<file path="src/design/rmq_pkg.sv">
// ----------------------------------------------------------------------------
// rmq_pkg
// Types and constants shared by the rotation matrix to quaternion pipeline.
// ----------------------------------------------------------------------------
package rmq_pkg;

  localparam int unsigned SqrtSteps = 15;
  localparam int unsigned DivSteps  = 23;
  localparam int unsigned RadW      = 2 * SqrtSteps;
  localparam int unsigned RootW     = SqrtSteps;
  localparam int unsigned SqRemW    = RootW + 1;
  localparam int unsigned MagW      = 17;
  localparam int unsigned NumW      = MagW + 12;
  localparam int unsigned DivRemW   = RootW;
  localparam int unsigned NumHiW    = NumW - DivSteps;

  typedef enum logic [1:0] {
    BR_W = 2'd0,
    BR_X = 2'd1,
    BR_Y = 2'd2,
    BR_Z = 2'd3
  } rmq_branch_e;

  typedef struct packed {
    logic signed [15:0] m00;
    logic signed [15:0] m01;
    logic signed [15:0] m02;
    logic signed [15:0] m10;
    logic signed [15:0] m11;
    logic signed [15:0] m12;
    logic signed [15:0] m20;
    logic signed [15:0] m21;
    logic signed [15:0] m22;
  } rmq_req_t;

  typedef struct packed {
    logic signed [15:0] qx;
    logic signed [15:0] qy;
    logic signed [15:0] qz;
    logic signed [15:0] qw;
    logic [1:0]         case_taken;
    logic               degenerate;
  } rmq_rsp_t;

  typedef struct packed {
    rmq_branch_e branch;
    logic        degen;
    logic [2:0]  neg;
  } rmq_tag_t;

  typedef struct packed {
    rmq_tag_t             tag;
    logic [2:0][MagW-1:0] mag;
  } rmq_ctx_t;

endpackage

</file>
<file path="src/design/rmq_front.sv">
// ----------------------------------------------------------------------------
// rmq_front
// Branch select, radicand and off-diagonal pair magnitudes, registered.
// ----------------------------------------------------------------------------
module rmq_front (
  input  logic               clk_i,
  input  logic               rst_ni,
  input  logic               valid_i,
  input  rmq_pkg::rmq_req_t  req_i,
  output logic               valid_o,
  output rmq_pkg::rmq_ctx_t  ctx_o,
  output logic [rmq_pkg::RadW-1:0] rad_o
);
  import rmq_pkg::*;

  logic signed [17:0] e00, e01, e02, e10, e11, e12, e20, e21, e22;
  logic signed [17:0] trace, rad;
  logic signed [17:0] d [3];
  rmq_ctx_t ctx_d, ctx_q;
  logic [RadW-1:0] rad_d, rad_q;
  logic valid_q;

  always_comb begin
    e00 = 18'(req_i.m00); e01 = 18'(req_i.m01); e02 = 18'(req_i.m02);
    e10 = 18'(req_i.m10); e11 = 18'(req_i.m11); e12 = 18'(req_i.m12);
    e20 = 18'(req_i.m20); e21 = 18'(req_i.m21); e22 = 18'(req_i.m22);
    trace = e00 + e11 + e22;
    if (trace > 18'sd0) begin
      ctx_d.tag.branch = BR_W;
      rad  = 18'sd16384 + trace;
      d[0] = e21 - e12;
      d[1] = e02 - e20;
      d[2] = e10 - e01;
    end else if (e00 > e11 && e00 > e22) begin
      ctx_d.tag.branch = BR_X;
      rad  = 18'sd16384 + e00 - e11 - e22;
      d[0] = e21 - e12;
      d[1] = e01 + e10;
      d[2] = e02 + e20;
    end else if (e11 > e22) begin
      ctx_d.tag.branch = BR_Y;
      rad  = 18'sd16384 + e11 - e00 - e22;
      d[0] = e02 - e20;
      d[1] = e01 + e10;
      d[2] = e12 + e21;
    end else begin
      ctx_d.tag.branch = BR_Z;
      rad  = 18'sd16384 + e22 - e00 - e11;
      d[0] = e10 - e01;
      d[1] = e02 + e20;
      d[2] = e12 + e21;
    end
    ctx_d.tag.degen = (rad <= 18'sd0);
    for (int k = 0; k < 3; k++) begin
      ctx_d.tag.neg[k] = d[k][17];
      ctx_d.mag[k] = d[k][17] ? MagW'(-d[k]) : MagW'(d[k]);
    end
    rad_d = ctx_d.tag.degen ? '0 : {1'b0, rad[16:0], 12'b0};
  end

  always_ff @(posedge clk_i or negedge rst_ni) begin
    if (!rst_ni) begin
      valid_q <= 1'b0;
    end else begin
      valid_q <= valid_i;
    end
  end

  always_ff @(posedge clk_i) begin
    ctx_q <= ctx_d;
    rad_q <= rad_d;
  end

  assign valid_o = valid_q;
  assign ctx_o   = ctx_q;
  assign rad_o   = rad_q;

endmodule

</file>
<file path="config.mk">
export PLATFORM = sky130hd
export DESIGN_NAME = rmq_front
export DESIGN_NICKNAME = d
export VERILOG_FILES = /design/src/design/rmq_pkg.sv /design/src/design/rmq_front.sv
export SDC_FILE = /design/constraint.sdc
export NUM_CORES = 1
export LEC_CHECK = 0
export ABC_AREA = 1
export BUFFER_PORTS_ARGS = -buffer_cell sky130_fd_sc_hd__buf_2
export CAP_MARGIN = 25
export CORE_AREA = 2 2 181 255
export DETAILED_ROUTE_END_ITERATION = 12
export DIE_AREA = 0 0 183 257
export GPL_TIMING_DRIVEN = 0
export PLACE_DENSITY_LB_ADDON = 0.1
export SLEW_MARGIN = 20
export SYNTH_ARGS = -nofsm -noshare
export SYNTH_HDL_FRONTEND = slang
export SYNTH_SLANG_ARGS = --single-unit
</file>
<file path="constraint.sdc">
create_clock -name clk_i -period 0.8 [get_ports clk_i]
set_input_delay 0.04 -clock clk_i [delete_from_list [all_inputs] [get_ports clk_i]]
set_output_delay 0.04 -clock clk_i [all_outputs]
set_load 0.02 [all_outputs]
</file>
==> metrics.yaml <==
route:
  viasPerCell: 5.12
  dr.pass1.iters: 6
  drc: 0
  totalWireLength_um: 72000
  ant_nets: 0
  post_drt_wl_per_cell_um: 19.2
  vias: 19200
  drt-initial-drc-count: 970
layout:
  multi_input_area_um2: 15300
  drive_gt1_share_pct: 24.8
  final_area_um2: 23100
  nFillCells: 4623
  fin_cells: 3747
  num_antenna_cells: 0
  area_growth_syn_to_layout_pct: 30.0
  nets: 3697
  register_area_um2: 1600
setup_path:
  critPathKind: "input pin to register"
  startpoint_type: "input pin"
  cp_max_fo: 10
  worstPathArrival_ns: 4.71
  worstSetupEndpointType: "register"
  crit_slowest_cell: "fa_2"
  slowest_delay_ns: 0.61
  cp.required_ns: 1.05
yosys:
  synthArstFlopShare_pct: 1.33
  synth-warning-count: 0
  syn_area_um2: 17700
  yosysSeqAreaShare_pct: 8.49
  synth_seq_cells: 75
  syn-instance-count: 2808
  syn-mean-instance-area_um2: 6.32
  synth_edf_count: 0
  ys.flop_type: "dfxtp_1"
  yosysUniqueCellTypes: 56
power_and_ir_drop:
  p_clk_share_pct: 7.6
  share_comb_of_total_power_pct: 79.8
  internal_power_mw: 25.6
  p_sw_share_pct: 53.5
  power_frac_seq_pct: 12.6
  power.switching_mw: 29.4
  vdd_drop_max_v: 0.00158
  p_leak_nw: 12.5
  power_density_nw_per_um2: 2390
outcome:
  status: "complete, but fails checks"
  violations: "negative setup slack"
global_routing:
  track_usage_pct: 30.0
  grt_start_max_net_pins: 16
  overflow: 0
  grtUsageMet3_pct: 1.54
  grt_pass1_wl_um: 109000
  antenna_found_initial: 0
  grt_util_met2_pct: 60.0
  top_usage_layer: "met2"
  grtUsageMet1_pct: 28.7
  grt_pass1_vias: 19800
placed_design:
  dpl_cell_area_um2: 19900
  dp.cells: 3605
  port_buffers: 221
  dp_hpwl_um: 59700
  dp_slack_ns: -4.63
  gp_congestion: 0.956
sta:
  slew_headroom_pct: 37.9
  final_max_slew_viol_count: 0
  finalSetupViolCount: 149
  worst_slew_pin_slew_ns: 0.932
  setup_tns_ns: -263.85
  fin_crit_sh_pct: 557
  fmax_ghz: 0.224
  hold_viol: 0
  rsz0062_at_grt: "true"
  holdWs_ns: 0.321
  fin_ws_ns: -3.66
  fin_crit_ns: 4.46
clocking:
  cts_max_level: 3
  cts_tree: "done"
  cts.reportedPaths.clkPinSlew_ns: 0.07
  clkSinkCount: 75
  cts_max_path_buffers: 2
  root_buffer: "clkbuf_16"
  cts_made_buffers: 9
die:
  io-pin-count: 235
  std_cell_rows: 92
  coreArea_um2: 44700
  dieArea_um2: 47000
  start_util_pct: 39.7
  die_y_um: 257
  die_x_um: 183
hold_path:
  hp-class: "input pin to register"
job:
  drv_cap: 0
## kinds of logic (layout without fill, tap and decap cells)
family / Yosys count / after routing / share of synthesized area, %
simple gates: 1360 / 1361 / 32.9
buf+inv: 545 / 907 / 12.6
fa+ha+maj: 372 / 372 / 29.5
compound gates: 339 / 339 / 10.8
xor+xnor: 116 / 116 / 5.73
flops: 75 / 75 / 8.49
other cells: 1 / 13 / 0.0211
## worst max-delay path: cells and delay by family
family	cells	cell delay, ns
xor gates and xnor gates	1	0.20
adders and majority gates	3	1.04
AOI/OAI and AO/OA	2	0.23
buffers and inverters	5	0.66
and+or+nand+nor	24	2.48
## power groups by stage
stage | clock network (mW) | registers [mW] | logic [mW]
floorplan | 0 | 8.37 | 20.6
global placement | 0 | 6.20 | 33.5
detailed placement | 0 | 6.20 | 33.7
CTS | 4.24 | 6.91 | 40.0
global route | 4.38 | 7.10 | 47.2
finish | 4.19 | 6.93 | 43.9
## synth_stat cells, types with 5 or more instances
| cell | count | area (um2) |
|---|---|---|
| nand3_1 | 186 | 931 |
| nand2_1 | 801 | 3010 |
| buf_6 | 8 | 90.1 |
| nor3_1 | 23 | 115 |
| buf_2 | 23 | 115 |
| fa_1 | 78 | 1560 |
| o21ai_2 | 7 | 61.3 |
| clkbuf_1 | 27 | 101 |
| o21ai_1 | 9 | 45.0 |
| xnor2_1 | 28 | 245 |
| nand3b_1 | 19 | 143 |
| nand2_2 | 13 | 81.3 |
| o211ai_1 | 8 | 60.1 |
| nand4_1 | 48 | 300 |
| a21oi_1 | 150 | 751 |
| buf_4 | 19 | 143 |
| xor2_1 | 88 | 771 |
| a21o_1 | 11 | 82.6 |
| or2_2 | 9 | 56.3 |
| o21ai_0 | 95 | 475 |
| ha_1 | 294 | 3680 |
| a31oi_1 | 7 | 43.8 |
| nor2_1 | 221 | 830 |
| inv_1 | 456 | 1710 |
| o21a_1 | 5 | 37.5 |
| dfxtp_1 | 74 | 1480 |
| o21bai_1 | 22 | 165 |
| nor2_4 | 11 | 124 |
| inv_2 | 7 | 26.3 |
| nor2_2 | 11 | 68.8 |
| a21boi_0 | 7 | 52.6 |
## cells in the final DEF, fill, tap and decap left out, drive strengths merged, types with 11 or more instances in the layout
cell and n:
nor2 243, a21oi 150, conb 13, dfxtp 74, o21bai 22, nand4 48
buf 390, clkbuf 41, ha 294, xnor2 28, xor2 88, nand3b 19
nand3 191, inv 459, fa 78, nor3 23, a21o 11, nand2 819
o21ai 111
## flip-flops by register name (all words and copies together), names as in the netlist
| name | flops |
|---|---|
| valid_o | 1 |
| ctx_o | 57 |
| rad_o | 17 |
## per-layer routing
metal | vias to the layer above | share of wire, %
met3 | 193 | 2.7
met2 | 533 | 55
met4 | 0 | 8.0
met5 | - | 0
li1 | 9507 | -
met1 | 8957 | 35
## layout make-up
| type | instances | area share [%] |
|---|---|---|
| Sequential cell | 75 | 6.94 |
| Inverter | 466 | 7.91 |
| Clock buffer | 10 | 1.04 |
| Buffer | 74 | 2.21 |
| Clock inverter | 6 | 0.244 |
| Tap cell | 564 | 3.06 |
| Timing Repair Buffer | 350 | 12.4 |
| Timing Repair inverter | 1 | 0.0271 |
| Multi-Input combinational cell | 2201 | 66.2 |
## timing repair
item                                   4_1_cts  5_1_grt
gates cloned                                 4        4
hold buffers                                 3        0
endpoints found under the hold margin        2        0
setup endpoints to repair                  149      149
resized for setup                          398      190
pin swaps                                   62       92
setup buffers                               70       53
## stage by stage
stage | power, mW | util [%]
global route | 58.7 | 51.6
floorplan | 28.9 | -
finish | 55.0 | 51.6
CTS | 51.1 | 49.3
detailed placement | 39.9 | 44.5
global placement | 39.7 | 44.5
## final timing paths
check	start	slack, ns	cells after the start	end
max in group asynchronous	rst_ni	0.15	3	valid_o
worst min-delay path	valid_i	0.32	2	valid_o
worst max-delay path	req_i[131]	-3.66	35	ctx_o[48]
min in group asynchronous	rst_ni	0.54	3	valid_o
Power figures use the tool's default switching activity.
