`src/design/rmq_pkg.sv`:
```
// ----------------------------------------------------------------------------
// rmq_pkg
// Types and constants shared by the rotation matrix to quaternion pipeline.
// ----------------------------------------------------------------------------
package rmq_pkg;

  localparam int unsigned SqrtSteps = 15;
  localparam int unsigned DivSteps  = 23;
  localparam int unsigned RadW      = 2 * SqrtSteps;
  localparam int unsigned RootW     = SqrtSteps;
  localparam int unsigned SqRemW    = RootW + 1;
  localparam int unsigned MagW      = 17;
  localparam int unsigned NumW      = MagW + 12;
  localparam int unsigned DivRemW   = RootW;
  localparam int unsigned NumHiW    = NumW - DivSteps;

  typedef enum logic [1:0] {
    BR_W = 2'd0,
    BR_X = 2'd1,
    BR_Y = 2'd2,
    BR_Z = 2'd3
  } rmq_branch_e;

  typedef struct packed {
    logic signed [15:0] m00;
    logic signed [15:0] m01;
    logic signed [15:0] m02;
    logic signed [15:0] m10;
    logic signed [15:0] m11;
    logic signed [15:0] m12;
    logic signed [15:0] m20;
    logic signed [15:0] m21;
    logic signed [15:0] m22;
  } rmq_req_t;

  typedef struct packed {
    logic signed [15:0] qx;
    logic signed [15:0] qy;
    logic signed [15:0] qz;
    logic signed [15:0] qw;
    logic [1:0]         case_taken;
    logic               degenerate;
  } rmq_rsp_t;

  typedef struct packed {
    rmq_branch_e branch;
    logic        degen;
    logic [2:0]  neg;
  } rmq_tag_t;

  typedef struct packed {
    rmq_tag_t             tag;
    logic [2:0][MagW-1:0] mag;
  } rmq_ctx_t;

endpackage

```
`src/design/rmq_div_cell.sv`:
```
// ----------------------------------------------------------------------------
// rmq_div_cell
// One quotient bit of the restoring divider, for all three lanes.
// ----------------------------------------------------------------------------
module rmq_div_cell (
  input  logic                                  clk_i,
  input  logic                                  rst_ni,
  input  logic                                  valid_i,
  input  rmq_pkg::rmq_tag_t                     tag_i,
  input  logic [rmq_pkg::RootW-1:0]             s_i,
  input  logic [2:0][rmq_pkg::DivRemW-1:0]      rem_i,
  input  logic [2:0][rmq_pkg::DivSteps-1:0]     nq_i,
  output logic                                  valid_o,
  output rmq_pkg::rmq_tag_t                     tag_o,
  output logic [rmq_pkg::RootW-1:0]             s_o,
  output logic [2:0][rmq_pkg::DivRemW-1:0]      rem_o,
  output logic [2:0][rmq_pkg::DivSteps-1:0]     nq_o
);
  import rmq_pkg::*;

  logic [DivRemW:0] t [3];
  logic [2:0] ge;
  logic valid_q;
  rmq_tag_t tag_q;
  logic [RootW-1:0] s_q;
  logic [2:0][DivRemW-1:0] rem_q;
  logic [2:0][DivSteps-1:0] nq_q;

  always_comb begin
    for (int k = 0; k < 3; k++) begin
      t[k]  = {rem_i[k], nq_i[k][DivSteps-1]};
      ge[k] = (t[k] >= {1'b0, s_i});
    end
  end

  always_ff @(posedge clk_i or negedge rst_ni) begin
    if (!rst_ni) begin
      valid_q <= 1'b0;
    end else begin
      valid_q <= valid_i;
    end
  end

  always_ff @(posedge clk_i) begin
    tag_q <= tag_i;
    s_q   <= s_i;
    for (int k = 0; k < 3; k++) begin
      rem_q[k] <= ge[k] ? DivRemW'(t[k] - {1'b0, s_i}) : DivRemW'(t[k]);
      nq_q[k]  <= {nq_i[k][DivSteps-2:0], ge[k]};
    end
  end

  assign valid_o = valid_q;
  assign tag_o   = tag_q;
  assign s_o     = s_q;
  assign rem_o   = rem_q;
  assign nq_o    = nq_q;

endmodule

```
`config.mk`:
```
export PLATFORM = sky130hd
export DESIGN_NAME = rmq_div_cell
export DESIGN_NICKNAME = d
export VERILOG_FILES = /design/src/design/rmq_pkg.sv /design/src/design/rmq_div_cell.sv
export SDC_FILE = /design/constraint.sdc
export NUM_CORES = 1
export LEC_CHECK = 0
export ABC_AREA = 1
export BUFFER_PORTS_ARGS = -buffer_cell sky130_fd_sc_hd__buf_2
export CAP_MARGIN = 20
export CELL_PAD_IN_SITES_DETAIL_PLACEMENT = 1
export CELL_PAD_IN_SITES_GLOBAL_PLACEMENT = 1
export CORE_AREA = 2 2 135 137
export DETAILED_ROUTE_END_ITERATION = 8
export DIE_AREA = 0 0 137 139
export GPL_ROUTABILITY_DRIVEN = 0
export HOLD_SLACK_MARGIN = 0.06
export PLACE_DENSITY_LB_ADDON = 0.05
export SLEW_MARGIN = 5
export SYNTH_ARGS = -nofsm -noshare
export SYNTH_HDL_FRONTEND = slang
export SYNTH_SLANG_ARGS = --single-unit
```
`constraint.sdc`:
```
create_clock -name clk_i -period 0.8 [get_ports clk_i]
set_input_delay 0.12 -clock clk_i [delete_from_list [all_inputs] [get_ports clk_i]]
set_output_delay 0.12 -clock clk_i [all_outputs]
set_load 0.01 [all_outputs]
```
==> impl_summary.log, run 1 <==
INFO  metric status = aborted with a tool error
INFO  metric outcome.stop_stage = global routing
INFO  metric run.stop_error = [ERROR GRT-0232] Routing congestion too high. Check the congestion heatmap in the GUI.
INFO  metric placedCellCount = 1437
INFO  metric ys_async_sr_fraction = less than 1%
INFO  metric grt_overflow_total = roughly 250
INFO  metric placementRows = ~50
INFO  metric post_syn_instances = approximately 830
INFO  metric ios = 274
INFO  metric yosysWarningCount = 0
INFO  metric synth_ff_type = dfxtp_1
INFO  metric number_of_storage_elements_in_the_synthesis_netlist = roughly 140
INFO  metric mappedNetlistArea = approximately 6300 um^2
INFO  metric detailedPlacementHpwl = slightly below 20 mm
INFO  metric grt_util_all_layers = 84.4%
INFO  metric share_of_synthesized_area_occupied_by_flip_flops_and_latches = a little over two fifths
INFO  metric synth-edff-count = 0
INFO  metric die_y = around 140 um
INFO  metric synth_cell_type_count = 31
INFO  metric clock-root-buffer = clkbuf_16
INFO  metric repair-timing-grt-worst-ep = rem_o[40]$_DFF_P_/D
INFO  metric grt_max_degree = 17
INFO  metric tritoncts.num_buffers = 17
INFO  metric worst_endpoint_kind = register data pin
INFO  metric postPlaceCellArea = about 9000 um^2
INFO  metric cts-htree-levels = 4
INFO  metric port-buffer-count = between 200 and 300
INFO  metric clock-sinks = around 140
INFO  metric chipWidth = approximately 140 um
INFO  metric max-clock-path-buffers = 2
INFO  metric mappedNetlistNets = between 1000 and 1500
INFO  metric post_synth.cell_area_avg = about 7.5 um^2
INFO  metric starting_utilization_of_the_core_area = ~36%
cells by family after synthesis:
logic type | count (synthesis) | synth area share [%]
simple gates | 464 | 32.7
buf+inv | 144 | 9.44
flops | 136 | 43.5
fa+ha+maj | 48 | 9.93
compound gates | 27 | 2.33
xor+xnor | 15 | 2.09
cells in the mapped netlist (3+ instances only):
cell | instances | area [um^2]
nand4_1 | 10 | 62.6
xor2_1 | 14 | 123
and2_1 | 8 | 50.1
nand3_1 | 63 | 315
inv_1 | 130 | 488
nand2_4 | 4 | 45.0
nor2_4 | 4 | 45.0
nand2_1 | 301 | 1130
dfxtp_1 | 135 | 2700
ha_1 | 45 | 563
inv_2 | 5 | 18.8
buf_6 | 4 | 45.0
nand3b_1 | 6 | 45.0
fa_1 | 3 | 60.1
nand2_2 | 6 | 37.5
a21oi_2 | 3 | 26.3
nand3_2 | 10 | 100
a21oi_1 | 15 | 75.1
or2_2 | 3 | 18.8
nor2_1 | 43 | 161
o21ai_0 | 9 | 45.0
routing by layer:
metal,track usage (%),overflow
met1,83.1,1
met2,97.9,146
met3,72.9,3
met4,91.2,104
met5,14.8,0
repair_timing:
item                                    in CTS
hold endpoints to repair                   130
setup buffers                               23
cloned                                       8
resized for setup                          228
hold buffers                               131
pin swaps                                   43
endpoints found under the setup margin     184
stage by stage:
step                util [%]  setup WS [ns]  hold slack (ns)
global placement        51.0          -1.06           -0.105
floorplan                  -         -0.710           -0.176
CTS                     68.9         -0.549           0.0659
detailed placement      51.0          -1.11           -0.104
==> inputs of run 2 (changes only) <==
Settings changed: CELL_PAD_IN_SITES_DETAIL_PLACEMENT 1 to default, CELL_PAD_IN_SITES_GLOBAL_PLACEMENT 1 to default, CORE_AREA 2 2 135 137 to 2 2 129 131, DIE_AREA 0 0 137 139 to 0 0 131 133, HOLD_SLACK_MARGIN 0.06 to default, PLACE_DENSITY_LB_ADDON 0.05 to 0.15.
==> run 2 against run 1 <==
Net effect:
- synthesized cell count unchanged
- area after synthesis stayed put
- the flow now finishes, with violations (negative setup slack)
==> impl_summary.log, run 2 <==
INFO  metric status = finished, violations left
INFO  metric violations_in_the_final_reports = negative setup slack
INFO  metric power.switching_fraction = between 30% and 40%
INFO  metric sequential_cell_area = approximately 2800 um^2
INFO  metric worst_pin_slew = 0.347 ns
INFO  metric slew_headroom = 76.6%
INFO  metric drt_first_pass_iters = 5
INFO  metric combPwrFrac = a little under a third
INFO  metric whs = 0.0119 ns
INFO  metric ys_async_sr_fraction = less than 1%
INFO  metric detailedPlacementHpwl = around 16 mm
INFO  metric cp.buffers_inverters = 6
INFO  metric max-cap-violations = 0
INFO  metric mappedNetlistArea = around 6300 um^2
INFO  metric route.detailed.drc = 0
INFO  metric placedCellCount = 1419
INFO  metric synth_largest_area_cell = dfxtp_1
INFO  metric timing.critical_path.arrival = 1.73 ns
INFO  metric yosysWarningCount = 0
INFO  metric wl_cell = 16.8 um
INFO  metric critical_path.cell_chain = buf_8, clkinvlp_4, buf_6, ha_4, inv_4, nor2_4, nand2_4, nor2_4, nor2_4, buf_12, nand2_8, clkinv_8, nand2_4, nand2_2
INFO  metric chipWidth = between 100 and 150 um
INFO  metric power_frac_seq = 33.9%
INFO  metric final-instance-count-excl-fill = around 1600
INFO  metric nFillCells = a little over 1000
INFO  metric least_setup_slack_across_all_paths_after_layout = -0.604 ns
INFO  metric rsz0062_at_grt = true
INFO  metric synth_commonest_cells = 301 x nand2_1, 135 x dfxtp_1, 130 x inv_1
INFO  metric grt_antenna_before_repair = 3
INFO  metric worstPathRequired = between 1 and 1.5 ns
INFO  metric first_global_vias = 7404
INFO  metric die_y = 133 um
INFO  metric setup_viol = about 180
INFO  metric post_syn_instances = 834
INFO  metric fin_util = between 70 and 80%
INFO  metric period_share = 176%
INFO  metric tritoncts = done
INFO  metric hp-class = input pin to flop
INFO  metric most_numerous_cell_on_the_critical_path = nor2_4
INFO  metric ios = 274
INFO  metric critPathCaptureType = flop
INFO  metric mappedNetlistNets = about 1000
INFO  metric grt_max_degree = 17
INFO  metric finish.net_count = around 1600
INFO  metric most_frequent_cells_in_the_layout = 229 x nand2_1, 178 x buf_2, 122 x dlygate4sd3_1
INFO  metric setup-tns-final = -49.94 ns
INFO  metric final_period_minus_worst_setup_slack = 1.40 ns
INFO  metric post-synth-top-count-cell = nand2_1
INFO  metric most_common_cell_after_layout_fill_and_taps_aside = nand2_1
INFO  metric detailed_route_wl = between 20 and 30 mm
INFO  metric power_frac_clock = a little over a third
INFO  metric cts-htree-levels = 4
INFO  metric postRouteAntennaNets = 0
INFO  metric preCtsSetupSlack = -1.06 ns
INFO  metric port-buffer-count = 273
INFO  metric synth_top_cells_by_area = dfxtp_1 43%, nand2_1 18%, ha_1 9.0%
INFO  metric largest_register_ffs = 69
INFO  metric placementRows = 47
INFO  metric clock-root-buffer = clkbuf_16
INFO  metric areaGrowthSynthToFinish = 104%
INFO  metric tritoncts.num_buffers = 17
INFO  metric power-per-cell-area = around 1800 nW/um^2
INFO  metric worst-path-max-fanout = 7
INFO  metric final_design_area_no_fill = 12800 um^2
INFO  metric multi_input_comb_area = 4070 um^2
INFO  metric synth-edff-count = 0
INFO  metric starting_utilization_of_the_core_area = between 30% and 40%
INFO  metric clkTransAtPathRegs = around 0.07 ns
INFO  metric critical-path-top-delay-family = buffers and inverters
INFO  metric power.leakage = roughly 6.5 nW
INFO  metric global_route_wire_length_before_repair = 37.1 mm
INFO  metric max-clock-path-buffers = 2
INFO  metric vdd_drop_max = roughly 1600 uV
INFO  metric via_count = about 7600
INFO  metric internal_power = about 16 mW
INFO  metric grt_util_all_layers = approximately 28%
INFO  metric viasPerCell = ~4.7
INFO  metric worst_path_largest_cell_delay = 0.27 ns
INFO  metric synth_cell_type_count = 31
INFO  metric fmax = just over 0.7 GHz
INFO  metric p_total = 23.2 mW
INFO  metric share_of_synthesized_area_occupied_by_flip_flops_and_latches = between 40% and 50%
INFO  metric postPlaceCellArea = about 8900 um^2
INFO  metric synthDominantCellAreaShare = 43.1%
INFO  metric number_of_storage_elements_in_the_synthesis_netlist = about 140
INFO  metric hold_viol = 0
INFO  metric grt_overflow_total = 0
INFO  metric criticalPathCategory = input pin to flop
INFO  metric source_of_the_worst_hold_timing_path = rem_i[19]
INFO  metric first_iter_violations = between 300 and 400
INFO  metric fp.dieArea = between 15000 and 20000 um^2
INFO  metric core_area = approximately 16000 um^2
INFO  metric p_switching = 7.43 mW
INFO  metric post_synth.cell_area_avg = about 7.5 um^2
INFO  metric final_max_slew_viol_count = 0
INFO  metric critPathSlowestCell = ha_4
INFO  metric layout-drive-gt1-share = about 54%
INFO  metric synth_ff_type = dfxtp_1
INFO  metric clock-sinks = between 100 and 150
INFO  metric worst_setup_path_startpoint = s_i[14]
INFO  metric critPathLaunchType = input pin
==> run 2: cell counts after synthesis <==
No cell type changed its count.
==> run 2: what timing repair did <==
item / 4_1_cts / 5_1_grt
pin swaps: 57 / 52
gates cloned: 13 / 0
endpoints found under the hold margin: 121 / 1
hold buffers: 121 / 1
buffers inserted: 21 / 13
setup endpoints to repair: 184 / 184
gates resized for setup: 163 / 254
==> run 2: cells by family (layout without fill, tap and decap cells) <==
kind of cell	count (synthesis)	after routing	synth area share, %
AO/OA/AOI/OAI	27	27	2.33
XOR/XNOR	15	15	2.09
adder cells (fa/ha/maj)	48	48	9.93
buffers and inverters	144	700	9.44
flip-flops	136	136	43.5
other	0	2	0
AND/OR/NAND/NOR	464	473	32.7
==> run 2: cell type report <==
class                           count  area share, %
Antenna cell                        2         0.0391
Tap cell                          220           2.15
Timing Repair Buffer              529           34.4
Clock inverter                     14           1.22
Inverter                          137           4.76
Multi-Input combinational cell    563           31.8
Sequential cell                   136           22.1
Clock buffer                       18           3.43
Timing Repair inverter              2          0.156
==> run 2: worst paths after layout <==
path / end / cells past startpoint
max in group asynchronous: valid_o / 3
min in group asynchronous: valid_o / 3
min: rem_o[20] / 4
max: rem_o[24] / 14
==> run 2: metal layers <==
layer / vias up / routed length, um / track usage, %
met5: - / 0 / 0
met4: 0 / 1430 / 14.1
met3: 107 / 1670 / 6.19
met2: 312 / 13600 / 48.5
met1: 3474 / 10400 / 31.7
li1: 3703 / - / -
==> run 2: power groups by stage <==
stage	clock (mW)	combinational, mW	sequential, mW
after floorplan	0	2.35	8.16
after global placement	0	4.92	7.77
after detailed placement	0	4.95	7.78
after CTS	8.05	6.27	7.71
after global routing	8.45	7.84	7.89
final	8.06	7.26	7.85
No activity file was read; power rests on OpenSTA's default activity.
