## config.mk

```make
export PLATFORM = sky130hd
export DESIGN_NAME = rmq_sqrt_cell
export DESIGN_NICKNAME = d
export VERILOG_FILES = /design/src/design/rmq_pkg.sv /design/src/design/rmq_sqrt_cell.sv
export SDC_FILE = /design/constraint.sdc
export NUM_CORES = 1
export LEC_CHECK = 0
export BUFFER_PORTS_ARGS = -buffer_cell sky130_fd_sc_hd__clkbuf_2
export CAP_MARGIN = 20
export CORE_ASPECT_RATIO = 1.25
export CORE_MARGIN = 2
export CORE_UTILIZATION = 42
export CTS_BUF_LIST = sky130_fd_sc_hd__clkbuf_2 sky130_fd_sc_hd__clkbuf_4 sky130_fd_sc_hd__clkbuf_8
export DETAILED_ROUTE_END_ITERATION = 10
export PLACE_DENSITY = 0.81
export SKIP_CTS_REPAIR_TIMING = 1
export SYNTH_ARGS = -nofsm -noshare
export SYNTH_HDL_FRONTEND = slang
export SYNTH_SLANG_ARGS = --single-unit
```

## constraint.sdc

```tcl
create_clock -name clk_i -period 0.8 [get_ports clk_i]
set_input_delay 0 -clock clk_i [delete_from_list [all_inputs] [get_ports clk_i]]
set_output_delay 0 -clock clk_i [all_outputs]
set_load 0.01 [all_outputs]
```

## src/design/rmq_pkg.sv

```systemverilog
// ----------------------------------------------------------------------------
// rmq_pkg
// Types and constants shared by the rotation matrix to quaternion pipeline.
// ----------------------------------------------------------------------------
package rmq_pkg;

  localparam int unsigned SqrtSteps = 15;
  localparam int unsigned DivSteps  = 23;
  localparam int unsigned RadW      = 2 * SqrtSteps;
  localparam int unsigned RootW     = SqrtSteps;
  localparam int unsigned SqRemW    = RootW + 1;
  localparam int unsigned MagW      = 17;
  localparam int unsigned NumW      = MagW + 12;
  localparam int unsigned DivRemW   = RootW;
  localparam int unsigned NumHiW    = NumW - DivSteps;

  typedef enum logic [1:0] {
    BR_W = 2'd0,
    BR_X = 2'd1,
    BR_Y = 2'd2,
    BR_Z = 2'd3
  } rmq_branch_e;

  typedef struct packed {
    logic signed [15:0] m00;
    logic signed [15:0] m01;
    logic signed [15:0] m02;
    logic signed [15:0] m10;
    logic signed [15:0] m11;
    logic signed [15:0] m12;
    logic signed [15:0] m20;
    logic signed [15:0] m21;
    logic signed [15:0] m22;
  } rmq_req_t;

  typedef struct packed {
    logic signed [15:0] qx;
    logic signed [15:0] qy;
    logic signed [15:0] qz;
    logic signed [15:0] qw;
    logic [1:0]         case_taken;
    logic               degenerate;
  } rmq_rsp_t;

  typedef struct packed {
    rmq_branch_e branch;
    logic        degen;
    logic [2:0]  neg;
  } rmq_tag_t;

  typedef struct packed {
    rmq_tag_t             tag;
    logic [2:0][MagW-1:0] mag;
  } rmq_ctx_t;

endpackage

```

## src/design/rmq_sqrt_cell.sv

```systemverilog
// ----------------------------------------------------------------------------
// rmq_sqrt_cell
// One root bit of the digit-by-digit integer square root.
// ----------------------------------------------------------------------------
module rmq_sqrt_cell (
  input  logic                       clk_i,
  input  logic                       rst_ni,
  input  logic                       valid_i,
  input  rmq_pkg::rmq_ctx_t          ctx_i,
  input  logic [rmq_pkg::RadW-1:0]   rad_i,
  input  logic [rmq_pkg::SqRemW-1:0] rem_i,
  input  logic [rmq_pkg::RootW-1:0]  root_i,
  output logic                       valid_o,
  output rmq_pkg::rmq_ctx_t          ctx_o,
  output logic [rmq_pkg::RadW-1:0]   rad_o,
  output logic [rmq_pkg::SqRemW-1:0] rem_o,
  output logic [rmq_pkg::RootW-1:0]  root_o
);
  import rmq_pkg::*;

  logic [SqRemW+1:0] t, trial;
  logic ge;
  logic valid_q;
  rmq_ctx_t ctx_q;
  logic [RadW-1:0] rad_q;
  logic [SqRemW-1:0] rem_q;
  logic [RootW-1:0] root_q;

  always_comb begin
    t     = {rem_i, rad_i[RadW-1 -: 2]};
    trial = {1'b0, root_i, 2'b01};
    ge    = (t >= trial);
  end

  always_ff @(posedge clk_i or negedge rst_ni) begin
    if (!rst_ni) begin
      valid_q <= 1'b0;
    end else begin
      valid_q <= valid_i;
    end
  end

  always_ff @(posedge clk_i) begin
    ctx_q  <= ctx_i;
    rad_q  <= {rad_i[RadW-3:0], 2'b00};
    rem_q  <= ge ? SqRemW'(t - trial) : SqRemW'(t);
    root_q <= {root_i[RootW-2:0], ge};
  end

  assign valid_o = valid_q;
  assign ctx_o   = ctx_q;
  assign rad_o   = rad_q;
  assign rem_o   = rem_q;
  assign root_o  = root_q;

endmodule

```

==> results.md, run 1 <==
- The flow ran to the end, but the final reports show violations.
- The final reports fail on hold timing, setup timing.
- The total power is 0.0153 W.
- Across the run, the number of max-cap violations was 0.
- The share of the core filled with cells in the final layout is 89.3%.
- Along the worst hold path, the cell count comes to 1.
- During placement, the flow inserted port buffers numbering 237.
- For this block, the routed nets add up to 16100 um of wire.
- Ranked by total cell area, the synthesized netlist is headed by dfxtp_1 (67%), ha_1 (6.1%), mux2_4 (2.6%).
- The count of flip-flops with a built-in enable after synthesis is 0.
- For this run, the number of standard cells in the final layout without fillers is 792.
- During synthesis, Yosys emitted a total of 0 warnings.
- The maximum VDD drop is 0.00214 V.
- The count of cell types in the netlist is 43.
- The tree is rooted in a clkbuf_8.
- The die covers 9000 um2.
- For this block, the via count after detailed routing is 3844.
- The number of pins exceeding their max-slew limit in the final report is 0.
- The post-synthesis sequential element count is 117.
- The number of antenna violations at the first check in global routing was 1.
- Setup violations remaining at the end of the flow were counted as 134.
- The post-layout worst setup margin is -1.06 ns.
- The starting utilization of the core area is 42.6%.
- The maximum net fanout on the critical path is 6.
- The global-route wire length before repair is 13900 um.
- The wire-length estimate of the detail-placed layout is 7620 um.
- The critical setup path kind is primary input to flop.
- The cell with the most instances after synthesis is dfxtp_1.
- The kind of path behind the tightest hold check is primary input to flop.
- Of the synthesized area, sequential elements account for 67.7%.
- The post-detailed-placement cell area is 5120 um2.
- The fraction of post-synthesis cell area in the top cell type by area is 67.0%.
- Sorting the synthesized cells by how often they occur yields dfxtp_1 (116), inv_1 (19), ha_1 (17).
- Data on the critical path arrives at its endpoint at 2.17 ns.
- The data required time at the worst endpoint is 1.11 ns.
- Across all hold checks on the routed design, the worst slack comes to -0.329 ns.
- The overall die height is 106 um.
- The final-report hold violation count is 1.
- The maximum level of the CTS H-tree is 4.
- With fillers left out, the area of the finished cells amounts to 7270 um2.
- For this run, the leading register cell type out of synthesis is dfxtp_1.
- Global routing used 20.3% of the available tracks across all layers.
- At the end of routability-driven placement, the weighted congestion stood at 0.871.
- In this run, the number of DRC markers left after iteration 0 of detailed routing was 168.
- The initialized floorplan defines 37 standard-cell rows.
- The total leakage power is 3.56 nW.
- The number of global-route vias before repair is 3138.
- The final layout contains 820 nets.
- Timing would allow up to 538 MHz.
- The cell taking the most area after synthesis is dfxtp_1.
- The total clock buffers created by CTS is 17.
- Summing every instance area after synthesis gives 3470 um2.
- The number of optimization iterations in the first detailed-route pass is 4.
- Subtracting the final worst setup slack from the clock period gives 1.86 ns.
- The fraction of synthesis flops using an asynchronous set or reset pin is 0.855%.
- The clock slew at the register clock pins of the worst setup and hold paths is 0.08 ns.
- The total power divided by cell area is 2100 nW/um2.
- The total DRC errors in the routed layout is 0.
- Of the available clock period, the critical path in the final layout requires 232%.
- Setup repair after global routing could not meet its margin everywhere.
- The maximum number of pins on one net before global-route repair is 17.
- The total area inside the core boundary comes to 8150 um2.
- STA classifies the critical path startpoint as a primary input.
- Dividing the detail-routed wire length by the instance count gives 20.3 um.
- The clock passes through at most 2 buffers.
- Synthesis handed over a netlist of 263 instances.
- The average instance in the mapped netlist occupies 13.2 um2.
- Once placement completed, the tool counted placed cells totaling 636.
- TritonCTS built the clock tree.
- The count of nets left with antenna violations once routing finished came out at 0.
- STA classifies the critical path endpoint as a flop.
- The residual overflow from global routing is 0.
- Dividing the detail-routed via count by the number of cells gives 4.85.
- In the final layout, the share of cells above drive strength 1 is 57.6%.
- The area growth from synthesis to layout is 110%.
- The number of fillers in the final layout is 326.
- The die span in x is 85.3 um.
- In this run the count of I/O pins placed on the die edge is 240.
- The number of sinks on the clock net is 117.
==> final timing paths <==
kind / start / end
min in group asynchronous: rst_ni / valid_o
max in group asynchronous: rst_ni / valid_o
hold / removal: root_i[0] / root_o[1]
setup / recovery: rad_i[29] / rem_o[9]
==> layout make-up <==
cell class	instances	area, um2	area share [%]
clock inverter	13	134	1.84
clock buffer	18	241	3.32
tap	97	121	1.67
sequential	117	2400	33.1
multi-input combinational	124	1210	16.7
inverter	19	86.3	1.19
timing repair buffer	403	3070	42.2
antenna	1	2.50	0.0344
==> flip-flops by register name, indices dropped and copies added (netlist names) <==
| signal | cells |
|---|---|
| valid_o | 1 |
| ctx_o | 57 |
| root_o | 15 |
| rem_o | 16 |
| rad_o | 28 |
==> placed cells by master (no fill, tap or decap), types with 2 or more instances in the layout <==
cell type      count
a2111oi_4          2
a21o_1             3
a21oi_1            7
a21oi_4            2
and2_1             2
buf_2             70
buf_4             44
buf_6             49
bufinv_16          2
clkbuf_2         119
clkbuf_8          17
clkinv_2           5
clkinvlp_4         3
conb_1             2
dfxtp_1           70
dfxtp_2           46
dlygate4sd3_1    118
ha_1               9
ha_4               8
inv_1             14
inv_2              3
inv_6              2
mux2_4            13
mux2i_1            2
nand2_1           11
nand2b_1           2
nand3_1            2
nor2_1             8
nor2b_1            3
nor3_1             2
o211ai_1           2
o21a_1             3
o21ai_0            8
xnor2_1            7
xor2_1             5
==> critical path, stage by stage <==
cell and delay, ns:
clkbuf_2 0.10, inv_1 0.08, ha_1 0.25, nor2b_4 0.06
o31a_1 0.34, nor4_4 0.19, o22ai_2 0.12, a2111oi_4 0.36
buf_4 0.21, clkbuf_16 0.16, mux2_4 0.30
==> kinds of logic (layout without fill, tap and decap cells) <==
group / Yosys count / count (layout) / share of synthesized area, %
flops: 117 / 117 / 67.7
compound gates: 40 / 40 / 8.73
simple gates: 37 / 37 / 5.45
buf+inv: 23 / 453 / 3.14
fa+ha+maj: 17 / 17 / 6.13
mux: 15 / 15 / 5.45
xor+xnor: 13 / 13 / 3.28
other cells: 1 / 3 / 0.108
==> report_power, final <==
part           internal [W]  switching (W)  total [W]
logic               0.00196        0.00141    0.00337
registers           0.00631       0.000196    0.00650
clock network       0.00277        0.00261    0.00539
total                0.0110        0.00422     0.0153
==> metal layers <==
metal  wire [um]  track usage, %  vias to the layer above
met3        1190            9.63                       71
met1        5210            18.4                     1827
met2        8870            36.1                      222
met4         845            11.7                        0
li1            -               -                     1724
met5           0               0                        -
==> stage by stage <==
step / setup slack [ns] / setup TNS, ns
finish: -1.06 / -26.07
global route: -1.12 / -30.78
CTS: -1.11 / -27.43
detailed placement: -1.56 / -25.27
global placement: -1.52 / -24.70
floorplan: -1.49 / -23.42
Note: power is estimated with default switching activity, not from simulation.
==> run 2: changes to the inputs <==
--- a/config.mk
+++ b/config.mk
@@ -7,12 +7,14 @@
 export LEC_CHECK = 0
 export BUFFER_PORTS_ARGS = -buffer_cell sky130_fd_sc_hd__clkbuf_2
 export CAP_MARGIN = 20
+export CELL_PAD_IN_SITES_DETAIL_PLACEMENT = 0
+export CELL_PAD_IN_SITES_GLOBAL_PLACEMENT = 1
 export CORE_ASPECT_RATIO = 1.25
 export CORE_MARGIN = 2
-export CORE_UTILIZATION = 42
+export CORE_UTILIZATION = 31
 export CTS_BUF_LIST = sky130_fd_sc_hd__clkbuf_2 sky130_fd_sc_hd__clkbuf_4 sky130_fd_sc_hd__clkbuf_8
 export DETAILED_ROUTE_END_ITERATION = 10
-export PLACE_DENSITY = 0.81
+export PLACE_DENSITY_LB_ADDON = 0.1
 export SKIP_CTS_REPAIR_TIMING = 1
 export SYNTH_ARGS = -nofsm -noshare
 export SYNTH_HDL_FRONTEND = slang
==> run 2 against run 1 <==
Against the previous run:
- the run still ends with hold timing, setup timing left
- cell area shrank 1.8%
- sequential power is 1% lower
- final cell count up 4.7%
- utilization decreased by 24 points
- power down 4.3%
- sequential share of layout area up 0.22 points
- clock-buffer cell count rose by 2
- clock power is 4% lower
- via count is 10% lower
- hold slack improved by 0.027 ns
- sequential cell count did not move
- critical endpoint is now rem_o[6]
- largest power group unchanged
==> results.md, run 2 (synthesis gave the netlist of run 1 again) <==
- The run finished, with violations left.
- The checks that failed: hold timing, setup timing.
- The maximum VDD drop is 0.000959 V.
- The depth of the critical timing path with buffers and inverters included is 10.
- The kind of path behind the tightest hold check is primary input to flop.
- The via count of the routed design is 3449.
- The total power divided by cell area is 2040 nW/um2.
- The maximum clock frequency is 558 MHz.
- The worst setup path is of the primary input to flop kind.
- The detailed-route wire length is 10500 um.
- The cell class contributing the biggest share of worst-path delay is compound AO/OA/AOI/OAI gates.
- The number of nets with antenna violations after detailed routing is 0.
- Summed over all layers, the global routing overflow is 0.
- The number of port buffers is 237.
- The number of antenna violations at the first check in global routing is 0.
- The finished layout holds 829 standard cells, fillers aside.
- Relative to the synthesized area, the layout overhead comes to 106%.
- The H-tree was split into 4 levels.
- At the end of routability-driven placement, the weighted congestion stood at 0.777.
- TritonCTS built the clock tree.
- The kind of start point of the critical path is a primary input.
- The post-layout worst setup margin is -0.992 ns.
- The first global-routing pass estimated 13000 um of wire.
- The maximum net fanout on the critical path is 6.
- The final antenna diode count is 0.
- The worst path in the final design needs a cycle of 1.79 ns, including I/O delays and setup.
- Data arrives at the worst endpoint at 2.09 ns.
- The library cell used most frequently in the layout, excluding fill and tap cells, is clkbuf_2.
- In this run the vertical extent of the chip is 122 um.
- Across all hold checks on the routed design, the worst slack comes to -0.302 ns.
- The ratio of cells with drive above 1 in the final layout is 54.3%.
- During I/O placement, the number of pins put on the boundary was 240.
- After clock tree synthesis, the clock-pin slew on the worst setup and hold paths is 0.07 ns.
- The half-perimeter wire length of the detailed placement result is 7050 um.
- The kind of end point of the critical path is a flop.
- The placed cell count is 678.
- The count of cells along the worst hold path is 1.
- The total power is 0.0146 W.
- The timing startpoint of the critical path is root_i[0].
- The final-report hold violation count came to 3.
- Measured along the x axis, the die boundary spans 98.6 um.
- Setup violations remaining at the end of the flow were counted as 134.
- The library cells used most frequently in the layout, excluding fill and tap cells, are clkbuf_2 (119), dlygate4sd3_1 (116), dfxtp_1 (92).
- For this configuration, the core starts out at a cell density of 31.6%.
- The critical path ends at rem_o[6].
- The number of pins exceeding their max-slew limit in the final report is 0.
- The total routing usage reported by global routing is 14.1%.
- The data required time at the worst endpoint is 1.10 ns.
- The die outline area is 12100 um2.
- CTS placed an instance of clkbuf_8 at the clock tree root.
- The per-cell routed wire length is 12.6 um.
- Entering global routing, the biggest net connects 17 pins.
- The worst path uses 224% of the clock period.
- The total DRC errors in the routed layout is 0.
- The buffer and inverter count on the worst path is 3.
- The register with the most flip-flops in the layout has 57 of them.
- The maximum clock path buffer count is 2.
- The library cell contributing the largest single delay on the critical path is a2111oi_4.
- Setup repair after global routing could not meet its margin everywhere.
- Summed over all cells, the static leakage comes to 3.50 nW.
- The DRC marker count from the first detailed-route iteration is 35.
- For this run, the post-layout net count is 819.
- The average vias per placed instance is 4.16.
- Before antenna repair, the detailed router went through 4 iterations.
- The number of sinks on the clock net is 117.
- For the final routed database, the setup TNS stands at -21.13 ns.
- The placeable core region is 11000 um2.
- Across the run, the number of max-cap violations was 0.
- The delay of the slowest cell on the worst path is 0.47 ns.
- The row count is 43.
- The total clock buffers created by CTS is 17.
- Traced cell by cell, the critical path runs through clkbuf_2 > inv_1 > ha_4 > nor2b_1 > o31a_1 > nor4_2 > o22ai_2 > a2111oi_4 > buf_6 > mux2_4.
- The number of global-route vias before repair is 2854.
==> run 2: changes by cell type in the layout (fill, tap and decap cells not counted), moves of 3 or more <==
cell	before	now
clkbuf_8	17	20
buf_6	49	30
buf_2	70	90
dfxtp_1	70	92
clkinv_2	5	1
dfxtp_2	46	24
inv_2	3	0
inv_1	14	17
==> run 2: how the worst min path moves through the flow <==
stage	from	to	slack, ns
finish	root_i[5]	root_o[6]	-0.30
global route	root_i[5]	root_o[6]	-0.34
CTS	rst_ni	valid_o	-0.69
detailed placement	rst_ni	valid_o	-0.22
global placement	rst_ni	valid_o	-0.23
floorplan	rst_ni	valid_o	-0.30
==> run 2: cell type report <==
| cell class | count | area [um2] |
|---|---|---|
| sequential | 117 | 2380 |
| multi-input combinational | 124 | 1210 |
| inverter | 19 | 86.3 |
| clock buffer | 20 | 275 |
| timing repair buffer | 402 | 2910 |
| tap | 135 | 169 |
| clock inverter | 12 | 120 |
| fill | 899 | 3830 |
==> run 2: where the power goes <==
| group | total, W | leakage, nW | internal, W | switching [W] |
|---|---|---|---|---|
| Sequential | 0.00641 | 0.991 | 0.00629 | 0.000125 |
| Clock | 0.00519 | 0.190 | 0.00275 | 0.00243 |
| Combinational | 0.00300 | 2.32 | 0.00181 | 0.00118 |
==> run 2: metal layers <==
| metal | GRT usage, % | wire length, um |
|---|---|---|
| met4 | 6.68 | 121 |
| met3 | 5.52 | 818 |
| met5 | 0 | 0 |
| met2 | 25.5 | 5860 |
| met1 | 14.2 | 3660 |
==> run 2: per-stage QoR <==
stage               util (%)  area [um2]  worst slack [ns]
floorplan                  -        3520             -1.49
global placement        47.2        5180             -1.53
detailed placement      47.2        5180             -1.56
CTS                     50.8        5580             -1.12
global route            65.1        7140             -1.05
finish                  65.1        7140            -0.992
==> run 3: changes to the inputs <==
==> constraint.sdc (replaced) <==
create_clock -name clk_i -period 0.8 [get_ports clk_i]
set_input_delay 0.04 -clock clk_i [delete_from_list [all_inputs] [get_ports clk_i]]
set_output_delay 0.04 -clock clk_i [all_outputs]
set_load 0.01 [all_outputs]
==> run 3 against run 2 <==
Against the previous run:
- largest power group unchanged
- sequential power barely moved
- the run still ends with hold timing, setup timing left
- maximum frequency fell by 1.0%
- setup slack got worse by 0.018 ns
- first-iteration DRC count rose by 94%
- highest routed layer unchanged
- combinational power rose by 2%
- non-clock buffer count fell by 2
- die area did not move
- critical endpoint is now rem_o[7]
- utilization barely moved
- clock power fell by 7.1%
==> results.md, run 3 (synthesis gave the netlist of run 1 again) <==
- STA classifies the critical path startpoint as a primary input.
- Setup repair after global routing could not meet its margin everywhere.
- The most used cell along the critical path is buf_6.
- The setup path with the least slack is of type primary input to flop.
- The TritonCTS clock tree is yes.
- Traced cell by cell, the critical path runs through buf_6 > inv_4 > ha_4 > nor2b_4 > o31a_1 > nor4_2 > o22ai_2 > a2111oi_4 > buf_6 > mux2_4.
- The count of buffers added on input and output ports is 237.
- The final-report hold violation count came to 2.
- Net switching is 26.7% of the power.
- The kind of end point of the critical path is a flop.
- Of the total power, registers draw 45.0%.
- The buffer cell driving the clock tree root is clkbuf_8.
- Setup violations remaining at the end of the flow were counted as 134.
- The synthesis-to-layout area growth is 106%.
- The kind of path behind the tightest hold check is primary input to flop.
- The final critical path takes up 226% of the cycle.
- The total DRC errors in the routed layout is 0.
- The first routing iteration left 68 violations.
- Max-cap violations in this run came to 0.
- The total overflow left after global routing is 0.
- CTS built an H-tree with a depth of 4.
- The flow ran to the end, but the final reports show violations.
- From bottom edge to top edge, the die measures 122 um.
- The total clock buffers created by CTS is 17.
- The delay of the slowest cell on the worst path is 0.46 ns.
- Leaving out fill and tap cells, the most frequent cells in the layout are clkbuf_2 (118), dlygate4sd3_1 (114), dfxtp_1 (87).
- The global-route wire length before repair is 13300 um.
- The number of sinks on the clock net is 117.
- The final reports fail on hold timing, setup timing.
- The final critical path time including I/O delays and setup is 1.81 ns.
- The final antenna diode count is 0.
- The total routing usage reported by global routing is 14.3%.
- Of all nets on the critical path, the largest fanout is 6.
- The flip-flop count of the largest register after layout is 57.
- The ratio of cells with drive above 1 in the final layout is 55.8%.
- The clock network power share is 33.7%.
- The library cell used most frequently in the layout, excluding fill and tap cells, is clkbuf_2.
- The filler cells instantiated in the layout total 931.
- The internal portion of total power is 0.0105 W.
- The maximum clock path buffer count is 2.
- After detailed routing, the number of vias per cell comes to 4.18.
- The post-layout worst setup margin is -1.01 ns.
- The detailed-route wire length is 10900 um.
- Entering global routing, the biggest net connects 17 pins.
- The final weighted congestion of routability-driven global placement is 0.777.
- The number of pins exceeding their max-slew limit in the final report is 0.
- The data required time at the worst endpoint is 1.10 ns.
- The total leakage power is 3.50 nW.
- The final net count is 817.
- The number of optimization iterations in the first detailed-route pass is 4.
- The via count of the routed design is 3460.
- Clock-pin slew was measured on the worst setup and hold paths at 0.07 ns.
- The number of global-route vias before repair is 2982.
- The maximum VDD drop is 0.000973 V.
- The initialized floorplan defines 43 standard-cell rows.
- Measured along the x axis, the die boundary spans 98.6 um.
- After routing, the total negative slack on setup checks comes to -26.42 ns.
- Summed over all nets, the half-perimeter wirelength after detailed placement is 7180 um.
- The number of antenna violations at the first check in global routing is 0.
- For the worst setup path, the data arrival time is 2.11 ns.
- The placeable core region is 11000 um2.
- Final hold analysis gives a worst-case slack of -0.265 ns.
- The portion of total power attributed to combinational logic is 21.3%.
- The area taken by multi-input logic gates is 1210 um2.
- In the final routed layout, each cell accounts on average for 13.2 um.
- The total power divided by cell area is 2000 nW/um2.
- The number of nets with antenna violations after detailed routing is 0.
- Prior to clock tree synthesis, the placed netlist has a worst setup slack of -1.62 ns.
- The library cell contributing the largest single delay on the critical path is a2111oi_4.
- Grouping stages by cell kind, the critical path spends the most delay in compound AO/OA/AOI/OAI gates.
- The number of placed I/O pins is 240.
- The die outline area is 12100 um2.
- The power dissipated by switching net loads is 0.00382 W.
- The maximum clock frequency is 552 MHz.
- For this configuration, the core starts out at a cell density of 31.6%.
- The critical path contains buffers and inverters numbering 3 combined.
- The sequential cell area is 2380 um2.
run 3: changes by cell type in the layout (fill, tap and decap cells not counted), moves of 5 or more:
| cell | delta |
|---|---|
| buf_6 | +8 |
| dfxtp_1 | -5 |
| dfxtp_2 | +5 |
| buf_2 | -5 |
run 3: path summary, 6_finish.rpt:
check / startpoint / end / slack, ns / cells past startpoint
setup / recovery: root_i[0] / rem_o[7] / -1.01 / 10
hold / removal: root_i[5] / root_o[6] / -0.27 / 1
max in group asynchronous: rst_ni / valid_o / 0.25 / 3
min in group asynchronous: rst_ni / valid_o / 0.45 / 3
run 3: through the flow:
step                      instance area [um2]  std cells  util, %  power, W  hold slack, ns
after global routing                     7140        827     65.1    0.0150          -0.299
after floorplan                          3520        264        -   0.00759          -0.256
final                                    7140        827     65.1    0.0143          -0.265
after global placement                   5180        678     47.2   0.00871          -0.186
after CTS                                5540        710     50.5    0.0136          -0.647
after detailed placement                 5180        678     47.2   0.00873          -0.184
run 3: routing by layer:
layer | share of wire [%] | track usage (%) | vias to the layer above
met1 | 35 | 14.3 | 1583
met3 | 7.1 | 5.41 | 11
met5 | 0 | 0 | -
met2 | 56 | 25.6 | 139
met4 | 1.3 | 7.96 | 0
li1 | - | - | 1727
run 3: cell type report:
cell class / instances / area share [%]
clock buffers: 19 / 3.66
clock inverters: 13 / 1.38
inverters: 19 / 1.24
multi-input cells: 124 / 17.0
flip-flops and latches: 117 / 33.4
well taps: 135 / 2.36
repair buffers: 400 / 41.0
run 3: power by group through the flow:
| stage | registers, W | logic (W) | clock network [W] |
|---|---|---|---|
| detailed placement | 0.00652 | 0.00222 | 0 |
| global route | 0.00647 | 0.00331 | 0.00526 |
| CTS | 0.00638 | 0.00223 | 0.00500 |
| floorplan | 0.00675 | 0.000839 | 0 |
| global placement | 0.00650 | 0.00220 | 0 |
| finish | 0.00644 | 0.00305 | 0.00482 |
